[src/hdl/scd_pkg.sv]
// Shared types, register codes and the log2 feature functions of the
// scored best task select block. No dependencies.
`default_nettype none

package scd_pkg;

  // register indexes of the configuration port
  localparam logic [1:0] REG_COLD = 2'd0;
  localparam logic [1:0] REG_LOAD = 2'd1;
  localparam logic [1:0] REG_VOL  = 2'd2;
  localparam logic [1:0] REG_WAKE = 2'd3;

  // feature queue between front and back
  localparam int Q_DEPTH = 4;
  localparam int Q_PTR_W = 2;
  localparam int Q_CNT_W = 3;

  localparam int SCORE_W = 12;
  localparam int OPOS_W  = 10;

  typedef struct packed {
    logic [1:0] wc;
    logic [1:0] wl;
    logic [1:0] wv;
    logic [1:0] ww;
  } weights_t;

  // one classified candidate
  typedef struct packed {
    logic [7:0] f0;
    logic [7:0] f1;
    logic [6:0] f2;
    logic [7:0] f3;
    logic       mig;
    logic       last;
  } feat_t;

  // one result beat
  typedef struct packed {
    logic signed [SCORE_W-1:0] task_score;
    logic signed [SCORE_W-1:0] lead_score;
    logic [OPOS_W-1:0]         best_position;
    logic                      best_found;
    logic                      scan_done;
  } res_t;

  // held best state, exported for checks
  typedef struct packed {
    logic                      found;
    logic signed [SCORE_W-1:0] lead_score;
    logic [OPOS_W-1:0]         best_position;
    logic                      pos_zero;
  } bk_status_t;

  // fixed-point log2(v)+1 (0 for v=0): exponent code and two mantissa bits, wrapped to 8 bits
  function automatic logic [7:0] flog(input logic [63:0] v);
    logic [63:0] x;
    logic [5:0]  lz;
    x  = v;
    lz = '0;
    if (x[63:32] == 32'd0) begin
      lz[5] = 1'b1;
      x     = {x[31:0], 32'd0};
    end
    if (x[63:48] == 16'd0) begin
      lz[4] = 1'b1;
      x     = {x[47:0], 16'd0};
    end
    if (x[63:56] == 8'd0) begin
      lz[3] = 1'b1;
      x     = {x[55:0], 8'd0};
    end
    if (x[63:60] == 4'd0) begin
      lz[2] = 1'b1;
      x     = {x[59:0], 4'd0};
    end
    if (x[63:62] == 2'd0) begin
      lz[1] = 1'b1;
      x     = {x[61:0], 2'd0};
    end
    if (x[63] == 1'b0) begin
      lz[0] = 1'b1;
      x     = {x[62:0], 1'b0};
    end
    if (v == 64'd0) begin
      return 8'd0;
    end
    return {6'd0 - lz, x[62:61]};
  endfunction

  // voluntary switch ratio clamped to 0..64
  function automatic logic [6:0] vol_ratio(input logic [31:0] vol, input logic [31:0] invol);
    logic [32:0]        total;
    logic [7:0]         lv;
    logic [7:0]         lt;
    logic signed [9:0]  r;
    total = {1'b0, vol} + {1'b0, invol};
    lv    = flog({32'd0, vol});
    lt    = flog({31'd0, total});
    r     = $signed({2'b00, lv}) - $signed({2'b00, lt}) + 10'sd64;
    if (total == 33'd0) begin
      return 7'd0;
    end
    if (r < 10'sd0) begin
      return 7'd0;
    end
    if (r > 10'sd64) begin
      return 7'd64;
    end
    return r[6:0];
  endfunction

endpackage

`default_nettype wire

[src/hdl/scd_front.sv]
// Front end: turns one candidate beat into its four log2 features.
// Depends on scd_pkg (feat_t, flog, vol_ratio).
`default_nettype none

module scd_front (
  input  wire logic [63:0] idle_time,
  input  wire logic [63:0] task_load,
  input  wire logic [31:0] voluntary_switches,
  input  wire logic [31:0] involuntary_switches,
  input  wire logic [31:0] wakee_flip_count,
  input  wire logic        migratable,
  input  wire logic        last_candidate,
  output scd_pkg::feat_t   feat
);

  logic [63:0] load_min1;
  logic [31:0] wakee_inc;

  // raise load to at least one, bump wakee count with wrap
  assign load_min1 = (task_load == 64'd0) ? 64'd1 : task_load;
  assign wakee_inc = wakee_flip_count + 32'd1;

  // classify
  always_comb begin
    feat.f0   = scd_pkg::flog(idle_time);
    feat.f1   = scd_pkg::flog(load_min1);
    feat.f2   = scd_pkg::vol_ratio(voluntary_switches, involuntary_switches);
    feat.f3   = scd_pkg::flog({32'd0, wakee_inc});
    feat.mig  = migratable;
    feat.last = last_candidate;
  end

endmodule

`default_nettype wire

[src/hdl/scd_queue.sv]
// Short feature queue that decouples the front end from the scoring back end.
// Depends on scd_pkg (feat_t, queue depth constants).
`default_nettype none

module scd_queue (
  input  wire logic           clk,
  input  wire logic           rst_n,
  input  wire logic           push_valid,
  output logic                push_ready,
  input  wire scd_pkg::feat_t push_data,
  output logic                pop_valid,
  input  wire logic           pop_ready,
  output scd_pkg::feat_t      pop_data
);

  scd_pkg::feat_t                 mem_r [scd_pkg::Q_DEPTH];
  logic [scd_pkg::Q_PTR_W-1:0]    wr_ptr_r;
  logic [scd_pkg::Q_PTR_W-1:0]    rd_ptr_r;
  logic [scd_pkg::Q_CNT_W-1:0]    count_r;
  logic [scd_pkg::Q_CNT_W-1:0]    count_nxt;
  logic                           push;
  logic                           pop;

  assign push_ready = (count_r != scd_pkg::Q_CNT_W'(scd_pkg::Q_DEPTH));
  assign pop_valid  = (count_r != '0);
  assign pop_data   = mem_r[rd_ptr_r];
  assign push       = push_valid & push_ready;
  assign pop        = pop_valid & pop_ready;

  always_comb begin
    count_nxt = count_r;
    if (push && !pop) begin
      count_nxt = count_r + 1'b1;
    end else if (pop && !push) begin
      count_nxt = count_r - 1'b1;
    end
  end

  // advance pointers and count
  always_ff @(posedge clk) begin
    if (!rst_n) begin
      wr_ptr_r <= '0;
      rd_ptr_r <= '0;
      count_r  <= '0;
    end else begin
      count_r <= count_nxt;
      if (push) begin
        wr_ptr_r <= wr_ptr_r + 1'b1;
      end
      if (pop) begin
        rd_ptr_r <= rd_ptr_r + 1'b1;
      end
    end
  end

  // store entry
  always_ff @(posedge clk) begin
    if (push) begin
      mem_r[wr_ptr_r] <= push_data;
    end
  end

endmodule

`default_nettype wire

[src/hdl/scd_back.sv]
// Back end: weights the features, tracks the best migratable candidate of the
// scan and holds the result beat. Depends on scd_pkg.
`default_nettype none

module scd_back #(
  parameter int MAX_SCAN_LENGTH = 1024
) (
  input  wire logic              clk,
  input  wire logic              rst_n,
  input  wire scd_pkg::weights_t weights,
  input  wire logic              feat_valid,
  output logic                   feat_ready,
  input  wire scd_pkg::feat_t    feat,
  output logic                   res_valid,
  input  wire logic              res_ready,
  output scd_pkg::res_t          res,
  output scd_pkg::bk_status_t    status
);

  localparam int POS_W = $clog2(MAX_SCAN_LENGTH);
  localparam logic [POS_W-1:0] POS_MAX = POS_W'(MAX_SCAN_LENGTH - 1);

  logic signed [scd_pkg::SCORE_W-1:0] lead_score_r;
  logic [POS_W-1:0]                   best_pos_r;
  logic                               found_r;
  logic [POS_W-1:0]                   scan_pos_r;
  logic                               out_valid_r;
  scd_pkg::res_t                      out_data_r;

  logic [9:0]                         p0;
  logic [9:0]                         p1;
  logic [9:0]                         p2;
  logic [9:0]                         p3;
  logic signed [scd_pkg::SCORE_W-1:0] score;
  logic                               pop;
  logic                               win;
  logic signed [scd_pkg::SCORE_W-1:0] lead_score_nxt;
  logic [POS_W-1:0]                   best_pos_nxt;
  logic                               found_nxt;

  // weighted score
  assign p0    = weights.wc * feat.f0;
  assign p1    = weights.wl * feat.f1;
  assign p2    = weights.wv * {1'b0, feat.f2};
  assign p3    = weights.ww * feat.f3;
  assign score = $signed({2'b00, p0}) + $signed({2'b00, p1})
               + $signed({2'b00, p2}) - $signed({2'b00, p3});

  // take a feature beat when the result slot is free or draining
  assign pop        = feat_valid & (~out_valid_r | res_ready);
  assign feat_ready = ~out_valid_r | res_ready;

  // compare against the running best; equal scores keep the earlier one
  assign win            = feat.mig & (~found_r | (score > lead_score_r));
  assign lead_score_nxt = win ? score : lead_score_r;
  assign best_pos_nxt   = win ? scan_pos_r : best_pos_r;
  assign found_nxt      = found_r | win;

  // hold best state, clear at the end of a scan
  always_ff @(posedge clk) begin
    if (!rst_n) begin
      lead_score_r <= '0;
      best_pos_r   <= '0;
      found_r      <= 1'b0;
      scan_pos_r   <= '0;
      out_valid_r  <= 1'b0;
    end else begin
      out_valid_r <= pop | (out_valid_r & ~res_ready);
      if (pop) begin
        if (feat.last) begin
          lead_score_r <= '0;
          best_pos_r   <= '0;
          found_r      <= 1'b0;
          scan_pos_r   <= '0;
        end else begin
          lead_score_r <= lead_score_nxt;
          best_pos_r   <= best_pos_nxt;
          found_r      <= found_nxt;
          if (scan_pos_r != POS_MAX) begin
            scan_pos_r <= scan_pos_r + 1'b1;
          end
        end
      end
    end
  end

  // load the result beat
  always_ff @(posedge clk) begin
    if (pop) begin
      out_data_r.task_score    <= score;
      out_data_r.lead_score    <= found_nxt ? lead_score_nxt : '0;
      out_data_r.best_position <= found_nxt ? scd_pkg::OPOS_W'(best_pos_nxt) : '0;
      out_data_r.best_found    <= found_nxt;
      out_data_r.scan_done     <= feat.last;
    end
  end

  assign res_valid = out_valid_r;
  assign res       = out_data_r;

  assign status.found         = found_r;
  assign status.lead_score    = lead_score_r;
  assign status.best_position = scd_pkg::OPOS_W'(best_pos_r);
  assign status.pos_zero      = (scan_pos_r == '0);

endmodule

`default_nettype wire

[src/hdl/scored_best_task_select_core.sv]
// Scored best task select: each input beat is one candidate task of a scan.
// The block forms four log2 features (cache coldness, load, voluntary switch
// ratio, wakee penalty), scores them with the four 2-bit weights and reports,
// on every result beat, the item's score and the best migratable score of the
// scan so far with its scan position; the beat for the last candidate carries
// tlast and clears the scan state. One candidate is taken every cycle while
// in_tready is high; a result passes the four-entry queue, then the scoring
// and best-compare stage into the output register. Scan positions saturate
// at MAX_SCAN_LENGTH-1. Weights are written over the APB port at byte
// addresses 0, 4, 8, 12; the user must write them only while idle, which the
// block does not enforce. Depends on scd_pkg, scd_front, scd_queue, scd_back.
`default_nettype none

module scored_best_task_select_core #(
  parameter int MAX_SCAN_LENGTH = 1024
) (
  input  wire logic         clk,
  input  wire logic         rst_n,
  // in_tdata fields, low bit up: idle_time[63:0], task_load[127:64],
  // voluntary_switches[159:128], involuntary_switches[191:160],
  // wakee_flip_count[223:192]
  input  wire logic         in_tvalid,
  output logic              in_tready,
  input  wire logic [223:0] in_tdata,
  // in_tuser fields: migratable[0]
  input  wire logic [0:0]   in_tuser,
  input  wire logic         in_tlast,
  // out_tdata fields, low bit up: task_score[11:0], lead_score[23:12],
  // best_position[33:24], best_found[34], zero pad[39:35]
  output logic              out_tvalid,
  input  wire logic         out_tready,
  output logic [39:0]       out_tdata,
  output logic              out_tlast,
  input  wire logic         cfg_psel,
  input  wire logic         cfg_penable,
  input  wire logic         cfg_pwrite,
  input  wire logic [3:0]   cfg_paddr,
  input  wire logic [31:0]  cfg_pwdata,
  output logic [31:0]       cfg_prdata,
  output logic              cfg_pready
);

  scd_pkg::weights_t   weights_r;
  scd_pkg::weights_t   weights_nxt;
  scd_pkg::feat_t      front_feat;
  scd_pkg::feat_t      q_data;
  logic                q_valid;
  logic                q_pop;
  scd_pkg::res_t       res;
  scd_pkg::bk_status_t bk_st;
  logic                cfg_wr;

  // configuration registers
  assign cfg_pready = 1'b1;
  assign cfg_wr     = cfg_psel & cfg_penable & cfg_pwrite & cfg_pready;

  always_comb begin
    weights_nxt = weights_r;
    if (cfg_wr) begin
      unique case (cfg_paddr[3:2])
        scd_pkg::REG_COLD: weights_nxt.wc = cfg_pwdata[1:0];
        scd_pkg::REG_LOAD: weights_nxt.wl = cfg_pwdata[1:0];
        scd_pkg::REG_VOL:  weights_nxt.wv = cfg_pwdata[1:0];
        scd_pkg::REG_WAKE: weights_nxt.ww = cfg_pwdata[1:0];
        default:           weights_nxt    = weights_r;
      endcase
    end
  end

  always_ff @(posedge clk) begin
    if (!rst_n) begin
      weights_r.wc <= 2'd1;
      weights_r.wl <= 2'd2;
      weights_r.wv <= 2'd1;
      weights_r.ww <= 2'd1;
    end else begin
      weights_r <= weights_nxt;
    end
  end

  // read back
  always_comb begin
    unique case (cfg_paddr[3:2])
      scd_pkg::REG_COLD: cfg_prdata = {30'd0, weights_r.wc};
      scd_pkg::REG_LOAD: cfg_prdata = {30'd0, weights_r.wl};
      scd_pkg::REG_VOL:  cfg_prdata = {30'd0, weights_r.wv};
      scd_pkg::REG_WAKE: cfg_prdata = {30'd0, weights_r.ww};
      default:           cfg_prdata = 32'd0;
    endcase
  end

  // classify candidates
  scd_front u_front (
    .idle_time            (in_tdata[63:0]),
    .task_load            (in_tdata[127:64]),
    .voluntary_switches   (in_tdata[159:128]),
    .involuntary_switches (in_tdata[191:160]),
    .wakee_flip_count     (in_tdata[223:192]),
    .migratable           (in_tuser[0]),
    .last_candidate       (in_tlast),
    .feat                 (front_feat)
  );

  // decouple front and back
  scd_queue u_queue (
    .clk        (clk),
    .rst_n      (rst_n),
    .push_valid (in_tvalid),
    .push_ready (in_tready),
    .push_data  (front_feat),
    .pop_valid  (q_valid),
    .pop_ready  (q_pop),
    .pop_data   (q_data)
  );

  // score and track best
  scd_back #(
    .MAX_SCAN_LENGTH (MAX_SCAN_LENGTH)
  ) u_back (
    .clk        (clk),
    .rst_n      (rst_n),
    .weights    (weights_r),
    .feat_valid (q_valid),
    .feat_ready (q_pop),
    .feat       (q_data),
    .res_valid  (out_tvalid),
    .res_ready  (out_tready),
    .res        (res),
    .status     (bk_st)
  );

  // pack result beat
  assign out_tdata = {5'd0, res.best_found, res.best_position,
                      res.lead_score, res.task_score};
  assign out_tlast = res.scan_done;

`ifndef ASSERT_OFF
  // back end state is cleared after the last candidate of a scan
  a_scan_clear: assert property (@(posedge clk) disable iff (!rst_n)
    (q_valid && q_pop && q_data.last) |=> (!bk_st.found && bk_st.pos_zero))
    else $error("scan state not cleared after last candidate");

  // without a found candidate the held best stays zero
  a_best_zero: assert property (@(posedge clk) disable iff (!rst_n)
    !bk_st.found |-> (bk_st.lead_score == '0 && bk_st.best_position == '0))
    else $error("held best nonzero while nothing found");

  // a beat with nothing found carries zero best fields
  a_found_report: assert property (@(posedge clk) disable iff (!rst_n)
    (out_tvalid && !out_tdata[34]) |-> (out_tdata[33:12] == 22'd0))
    else $error("best fields nonzero in a beat with nothing found");

  // the held best only grows within a scan
  a_best_mono: assert property (@(posedge clk) disable iff (!rst_n)
    (bk_st.found && q_valid && q_pop && !q_data.last)
      |=> ($signed(bk_st.lead_score) >= $signed($past(bk_st.lead_score))))
    else $error("held best score decreased within a scan");
`endif

endmodule

`default_nettype wire
[config.mk]
export PLATFORM = sky130hd
export DESIGN_NAME = scored_best_task_select_core
export DESIGN_NICKNAME = d
export VERILOG_FILES = /design/src/hdl/scd_pkg.sv /design/src/hdl/scd_front.sv /design/src/hdl/scd_queue.sv /design/src/hdl/scd_back.sv /design/src/hdl/scored_best_task_select_core.sv
export SDC_FILE = /design/constraint.sdc
export NUM_CORES = 1
export LEC_CHECK = 0
export ABC_AREA = 1
export BUFFER_PORTS_ARGS = -buffer_cell sky130_fd_sc_hd__buf_2
export CAP_MARGIN = 25
export CORE_MARGIN = 4
export CORE_UTILIZATION = 35
export DETAILED_ROUTE_END_ITERATION = 7
export PLACE_DENSITY = 0.64
export SLEW_MARGIN = 20
export SYNTH_ARGS = -nofsm -noshare
export SYNTH_HDL_FRONTEND = slang
export SYNTH_SLANG_ARGS = --single-unit
[constraint.sdc]
create_clock -name clk -period 12.5 [get_ports clk]
set_input_delay 3.125 -clock clk [delete_from_list [all_inputs] [get_ports clk]]
set_output_delay 3.125 -clock clk [all_outputs]
set_load 0.005 [all_outputs]
==> run_results.csv, run 1 <==
group,metric,value,unit
logic_synthesis,avgSynthCellArea,6.91,um2
logic_synthesis,synth-edff-count,168,
clock_tree,cts_resized,0,
sta,drv_slew,0,
sta,finalHoldViolCount,0,
worst_setup_path,r2r-end,"u_back.best_pos_r[0]",
logic_synthesis,netlist_area,19300,um2
placement,dpl.hpwl,42400,um
logic_synthesis,synth-seq-cells,219,
clock_tree,clockBufferDepth,3,
clock_tree,cts-buffers-inserted,23,
clock_tree,root_buffer,"clkbuf_16",
global_route,antenna_found_initial,0,
logic_synthesis,synthFlopType,"edfxtp_1",
sta,rsz0062_at_grt,"false",
power,total_power,6430,uW
worst_setup_path,r2r_cells,34,
worst_setup_path,slowest_stage,"fa_1",
worst_setup_path,cp_max_fo,30,
logic_synthesis,yosysTopAreaCell,"edfxtp_1",
clock_tree,clk_pin_slew,0.06,ns
worst_hold_path,hp-start,"u_queue.rd_ptr_r[1]",
global_route,grt_use_total,16.6,%
worst_setup_path,rrSetupSlack,3.94,ns
clock_tree,ctsHtreeMaxLevel,1,
die,fp.dieH,243,um
final_layout,area_growth,14.1,%
die,die-width,243,um
worst_setup_path,cp.arrival,9.24,ns
routing,drc,0,
sta,worst_clock_skew,0.0234,ns
sta,maxSlewHeadroom,43.3,%
logic_synthesis,yosysWarnings,0,
routing,vias_per_cell,4.81,
routing,drt_iter0_markers,1037,
sta,tns,0,ns
run_status,status,"finished, final reports clean",
clock_tree,clkLatencyLatePin,0.51,ns
worst_hold_path,hold_path_class,"reg2reg",
global_route,grt_first_pass_wirelength,82800,um
logic_synthesis,syn_inst,2801,
die,dieArea,59100,um2
worst_setup_path,critPathMostFrequentCell,"nand2_1",
die,core-area,54200,um2
die,rows,85,
logic_synthesis,yosysUniqueCellTypes,62,
final_layout,drive_gt1_share,13.8,%
power,powerDensity,291,nW/um2
routing,dr.pass1.iters,7,
sta,setup_ws,3.61,ns
placement,placed_cells,3729,
power,power.leakage,0.0108,uW
sta,whs,0.463,ns
worst_setup_path,slowest_delay,0.40,ns
final_layout,n_fill_cell,5803,
clock_tree,tritoncts,"yes",
clock_tree,cts_hold_buf,0,
sta,tightest_slew,0.849,ns
placement,place_ws,3.19,ns
routing,vias,18100,
global_route,grt_start_max_net_pins,67,
power,vdd.ir_drop.worst,0.401,mV
clock_tree,post_cts_buffers,0,
global_route,gr-total-overflow,0,
global_route,grt_pass1_vias,16300,
flow_run,cap_violations,0,
routing,route.final.wire_length,52100,um
worst_setup_path,cp-start-kind,"primary input",
worst_setup_path,end_kind,"register",
sta,final.min_clock_period,8.89,ns
clock_tree,cts_sinks,219,
sta,setup_viol,0,
placement,io_buffers,276,
placement,routabilityCongestion,0.923,
final_layout,final_net_count,3455,
logic_synthesis,synth_top_area_share,26.1,%
die,start_util,35.7,%
worst_setup_path,crit_required,12.85,ns
logic_synthesis,seq_area_frac_synth,31.4,%
sta,fmax,112,MHz
worst_hold_path,min_path_cells,2,
final_layout,finalNonFillerCells,3771,
routing,routedWlPerCell,13.8,um
routing,drt.antenna.violating_nets,0,
worst_setup_path,path_class,"in2reg",
sta,period_share,71.1,%
logic_synthesis,synth.area.top_cells,"edfxtp_1 (26%), nand2_1 (15%), inv_1 (8.9%)",
die,io_pins,345,
logic_synthesis,ys_async_sr_fraction,0,%
worst max-delay path: cells and delay by family:
family	cells	cell delay, ns
and+or+nand+nor	29	3.34
AOI/OAI and AO/OA	6	0.79
adders and majority gates	3	0.95
buffers and inverters	9	0.88
xor gates and xnor gates	1	0.14
routing by layer:
metal  share of wire (%)  track usage, %
met5                   0               0
met2                  45            27.3
met3                 5.1            1.84
met4                 1.4            2.38
met1                  48            24.1
worst max path at each step:
stage          slack, ns                   end           from  cells after the start
3_5_place_dp        3.19  u_queue.mem_r[1][15]  in_tdata[128]                     48
5_1_grt             2.94  u_queue.mem_r[2][10]  in_tdata[128]                     46
4_1_cts             3.69  u_queue.mem_r[2][15]  in_tdata[128]                     48
6_report            3.61  u_queue.mem_r[2][15]  in_tdata[128]                     48
2_1_floorplan       4.27  u_queue.mem_r[0][10]  in_tdata[128]                     48
3_3_place_gp        3.15  u_queue.mem_r[2][10]  in_tdata[128]                     48
registers in the layout (all words and copies together) (netlist names), named ones only:
| name | cells |
|---|---|
| u_back.res | 36 |
| u_queue.rd_ptr_r | 2 |
| u_back.res_valid | 1 |
| u_back.best_pos_r | 10 |
| u_queue.count_r | 3 |
| u_back.scan_pos_r | 10 |
| u_back.found_r | 1 |
| u_queue.mem_r | 132 |
| weights_r | 8 |
| u_back.lead_score_r | 12 |
| u_queue.wr_ptr_r | 2 |
logic make-up after synthesis:
| logic type | count (synthesis) | synth area share, % |
|---|---|---|
| simple gates | 1407 | 31.5 |
| buf+inv | 572 | 12.1 |
| compound gates | 395 | 12.0 |
| flops | 219 | 31.4 |
| fa+ha+maj | 128 | 9.40 |
| xor+xnor | 74 | 3.35 |
| mux | 4 | 0.207 |
| other cells | 2 | 0.0388 |
through the flow:
step                      util [%]  area [um2]
after floorplan                  -       19500
after global placement        39.3       21300
after detailed placement      39.3       21300
after CTS                     40.7       22100
after global routing          40.7       22100
final                         40.7       22100
power by group:
group / total, uW / internal (uW) / switching (uW)
Sequential: 1190 / 1150 / 43.7
Clock: 671 / 406 / 265
Combinational: 4560 / 1660 / 2910
Total: 6430 / 3210 / 3220
cells in the mapped netlist (all sizes together), types with 3 or more instances:
cell / n
nand3: 138
inv: 477
ha: 99
o21ai: 129
xor2: 57
nand2: 821
nor2: 304
a21boi: 4
edfxtp: 168
o21bai: 17
o22ai: 32
clkbuf: 35
o211ai: 11
a21o: 5
o31ai: 4
mux2i: 4
buf: 56
o2111ai: 3
a31oi: 8
nand3b: 7
nor3: 35
xnor2: 17
dfxtp: 51
fa: 29
nand4: 36
o21a: 3
a32o: 25
a21oi: 146
nor4: 33
clkinv: 4
nor3b: 7
and2: 9
or2: 15
cell usage in the layout, fill, tap and decap left out, types with 9 or more instances in the layout:
cell / netlist / layout
and2_1: 9 / 9
ha_1: 99 / 99
edfxtp_1: 168 / 168
inv_2: 19 / 19
fa_1: 29 / 29
nand2_2: 22 / 22
xor2_1: 57 / 57
buf_2: 6 / 276
nand2_1: 788 / 788
nor4_1: 33 / 33
inv_1: 458 / 457
conb_1: 2 / 36
o22ai_1: 32 / 32
nor2_1: 289 / 283
buf_4: 40 / 13
o21ai_0: 121 / 121
a21oi_1: 145 / 145
nor3_1: 26 / 26
nand2_4: 11 / 11
a32o_1: 25 / 25
o21bai_1: 17 / 17
nor2_4: 7 / 12
or2_2: 13 / 13
nand3_1: 135 / 135
clkbuf_16: 0 / 23
dfxtp_1: 51 / 50
o211ai_1: 11 / 11
xnor2_1: 17 / 17
nand4_1: 36 / 36
cell type report:
| cell class | count | area (um2) | share of cell area [%] |
|---|---|---|---|
| Antenna cell | 2 | 5.00 | 0.0227 |
| Clock buffer | 31 | 616 | 2.79 |
| Clock inverter | 9 | 123 | 0.555 |
| Inverter | 481 | 1810 | 8.18 |
| Multi-Input combinational cell | 2044 | 11100 | 50.3 |
| Sequential cell | 219 | 6070 | 27.5 |
| Tap cell | 696 | 871 | 3.94 |
| Timing Repair Buffer | 289 | 1480 | 6.70 |
(Power assumes the default switching activity.)
==> run 2: changes to the inputs <==
--- a/config.mk
+++ b/config.mk
@@ -5,13 +5,13 @@
 export SDC_FILE = /design/constraint.sdc
 export NUM_CORES = 1
 export LEC_CHECK = 0
-export ABC_AREA = 1
+export ABC_AREA = 0
 export BUFFER_PORTS_ARGS = -buffer_cell sky130_fd_sc_hd__buf_2
 export CAP_MARGIN = 25
 export CORE_MARGIN = 4
 export CORE_UTILIZATION = 35
 export DETAILED_ROUTE_END_ITERATION = 7
-export PLACE_DENSITY = 0.64
+export PLACE_DENSITY = 0.65
 export SLEW_MARGIN = 20
 export SYNTH_ARGS = -nofsm -noshare
 export SYNTH_HDL_FRONTEND = slang
==> constraint.sdc (replaced) <==
create_clock -name clk -period 8.4 [get_ports clk]
set_input_delay 2.1 -clock clk [delete_from_list [all_inputs] [get_ports clk]]
set_output_delay 2.1 -clock clk [all_outputs]
set_load 0.005 [all_outputs]
==> run_results.csv, run 2 <==
group,metric,value,unit
run_status,status,"finished, final reports clean",
worst_setup_path,crit_required,8.64,ns
clock_tree,cts_sinks,219,
sta,maxSlewHeadroom,36.8,%
worst_setup_path,cp.arrival,8.55,ns
logic_synthesis,synthFlopType,"edfxtp_1",
worst_setup_path,cp-start-kind,"primary input",
global_route,use_met1,23.7,%
worst_setup_path,slowest_stage,"or4_4",
worst_setup_path,endpoint,"u_queue.mem_r[0][13]",
worst_setup_path,r2r_cells,29,
routing,vias_per_cell,5.36,
global_route,grt_start_max_net_pins,46,
clock_tree,root_buffer,"clkbuf_16",
final_layout,n_fill_cell,4781,
die,start_util,35.6,%
final_layout,largest_reg_flops,132,
routing,route.final.wire_length,51400,um
placement,io_buffers,276,
logic_synthesis,seq_area_frac_synth,33.9,%
worst_hold_path,hold_path_class,"reg2reg",
worst_setup_path,rrSetupSlack,0.94,ns
die,die-width,234,um
sta,finalHoldViolCount,0,
worst_setup_path,critPathLaunch,"in_tdata[128]",
placement,dpl.hpwl,42100,um
worst_setup_path,end_kind,"register",
routing,routedWlPerCell,16.9,um
worst_setup_path,critPathMostFrequentCell,"a21oi_2",
routing,vias,16300,
power,vdd.ir_drop.worst,0.410,mV
logic_synthesis,yosysMostFrequentCell,"edfxtp_1",
sta,rsz0062_at_grt,"true",
final_layout,top_register,"u_queue.mem_r",
logic_synthesis,yosysUniqueCellTypes,116,
worst_hold_path,hp-start,"u_back.lead_score_r[2]",
logic_synthesis,synth.area.top_cells,"edfxtp_1 (28%), ha_1 (6.9%), dfxtp_1 (5.7%)",
global_route,top_usage_layer,"met2",
logic_synthesis,synth-edff-count,168,
routing,drt.antenna.violating_nets,0,
die,fp.dieH,234,um
worst_setup_path,r2r-end,"u_back.res[2]",
logic_synthesis,yosysTopAreaCell,"edfxtp_1",
worst_setup_path,crit_family,"compound AO/OA/AOI/OAI gates",
logic_synthesis,post_synth_most_frequent_cells,"edfxtp_1 (168), a21oi_1 (161), nor2_1 (141)",
logic_synthesis,ys_async_sr_fraction,0,%
clock_tree,clk_pin_slew,0.06,ns
final_layout,layout_common_cells,"buf_2 (274), buf_4 (244), edfxtp_1 (168)",
routing,drt_iter0_markers,1071,
final_layout,multi_input_area,11100,um2
worst_setup_path,path_class,"in2reg",
clock_tree,ctsHtreeMaxLevel,1,
final_layout,seq_area,6070,um2
global_route,use_met3,1.49,%
sta,drv_slew,0,
worst_setup_path,crit_cells,31,
logic_synthesis,synth-seq-cells,219,
final_layout,drive_gt1_share,29.7,%
routing,drc,0,
worst_setup_path,slowest_delay,0.61,ns
logic_synthesis,syn_inst,1887,
final_layout,final_common_cell,"buf_2",
die,core-area,50400,um2
die,rows,82,
worst_setup_path,cp_max_fo,8,
global_route,grt_pass1_vias,16000,
sta,period_share,98.9,%
logic_synthesis,yosysWarnings,0,
die,dieArea,54900,um2
sta,setup_viol,0,
global_route,antenna_found_initial,1,
placement,routabilityCongestion,0.967,
global_route,grt_use_total,17.9,%
sta,tightest_slew,0.945,ns
flow_run,cap_violations,0,
logic_synthesis,avgSynthCellArea,9.50,um2
worst_setup_path,crit_buf_inv,4,
global_route,grt_first_pass_wirelength,81300,um
sta,worst_clock_skew,0.00865,ns
final_layout,fin_util,44.6,%
final_layout,fin_area,22500,um2
clock_tree,cts-buffers-inserted,22,
sta,final.min_clock_period,8.31,ns
sta,fmax,120,MHz
sta,whs,0.478,ns
die,io_pins,345,
power,power.leakage,0.00932,uW
placement,place_area,21500,um2
power,powerDensity,355,nW/um2
clock_tree,clkLatencyLatePin,0.50,ns
clock_tree,clockBufferDepth,3,
logic_synthesis,synth_top_area_share,28.2,%
global_route,met2_usage,31.7,%
global_route,gr-total-overflow,0,
final_layout,final_net_count,2754,
clock_tree,tritoncts,"yes",
logic_synthesis,netlist_area,17900,um2
routing,dr.pass1.iters,5,
final_layout,area_growth,25.4,%
run 2: changes by cell type after synthesis, moves of 33 or more:
cell	previous run	this run
inv_1	458	106
o21ai_0	121	88
nor2_1	289	141
nand2_1	788	131
mux4_2	0	35
mux2i_1	4	42
xnor2_1	17	57
and2_1	9	48
nand3_1	135	46
run 2: kinds of logic (layout without fill, tap and decap cells):
kind of cell,after synthesis,count (layout),synth area share [%]
AO/OA/AOI/OAI,552,552,21.3
XOR/XNOR,87,87,4.25
adder cells (fa/ha/maj),128,128,10.2
buffers and inverters,217,669,6.01
flip-flops,219,219,33.9
multiplexers,86,86,7.35
other,2,37,0.0419
AND/OR/NAND/NOR,596,596,17.1
run 2: what timing repair did:
action	4_1_cts	5_1_grt
buffers inserted	0	5
hold buffers	0	0
resized for setup	19	30
endpoints found under the setup margin	24	28
pin swaps	2	22
run 2: stage by stage:
stage / cells / power, uW / TNS [ns] / worst slack, ns
final: 3046 / 7970 / 0 / 0.0911
after floorplan: 1921 / 5410 / 0 / 0.00375
after detailed placement: 2999 / 6920 / -18.70 / -0.792
after CTS: 3039 / 7970 / 0 / 0.0127
after global routing: 3046 / 8760 / -3.81 / -0.161
after global placement: 2999 / 6760 / -14.70 / -0.607
run 2: area by class of cell:
class | count | area share, %
tap | 672 | 3.74
timing repair buffer | 523 | 14.6
antenna | 1 | 0.0111
clock inverter | 9 | 0.323
inverter | 106 | 1.77
clock buffer | 31 | 3.02
multi-input combinational | 1485 | 49.6
sequential | 219 | 27.0
run 2: power by group:
group	internal (uW)	switching, uW
sequential	1590	82.7
combinational	2360	2960
clock	593	387
run 2: per-layer routing:
metal / part of all wire [%] / wire, um
met5: 0 / 0
met4: 2.5 / 1280
met3: 4.3 / 2200
met2: 50 / 25500
met1: 44 / 22400
run 2: worst min path at each step:
stage,to,slack [ns],cells past startpoint
final,u_back.lead_score_r[2],0.48,1
after floorplan,u_back.best_pos_r[0],0.45,1
after CTS,u_back.best_pos_r[5],0.48,1
after global routing,u_back.best_pos_r[5],0.50,1
after detailed placement,u_back.lead_score_r[2],0.46,1
after global placement,u_back.best_pos_r[4],0.46,1
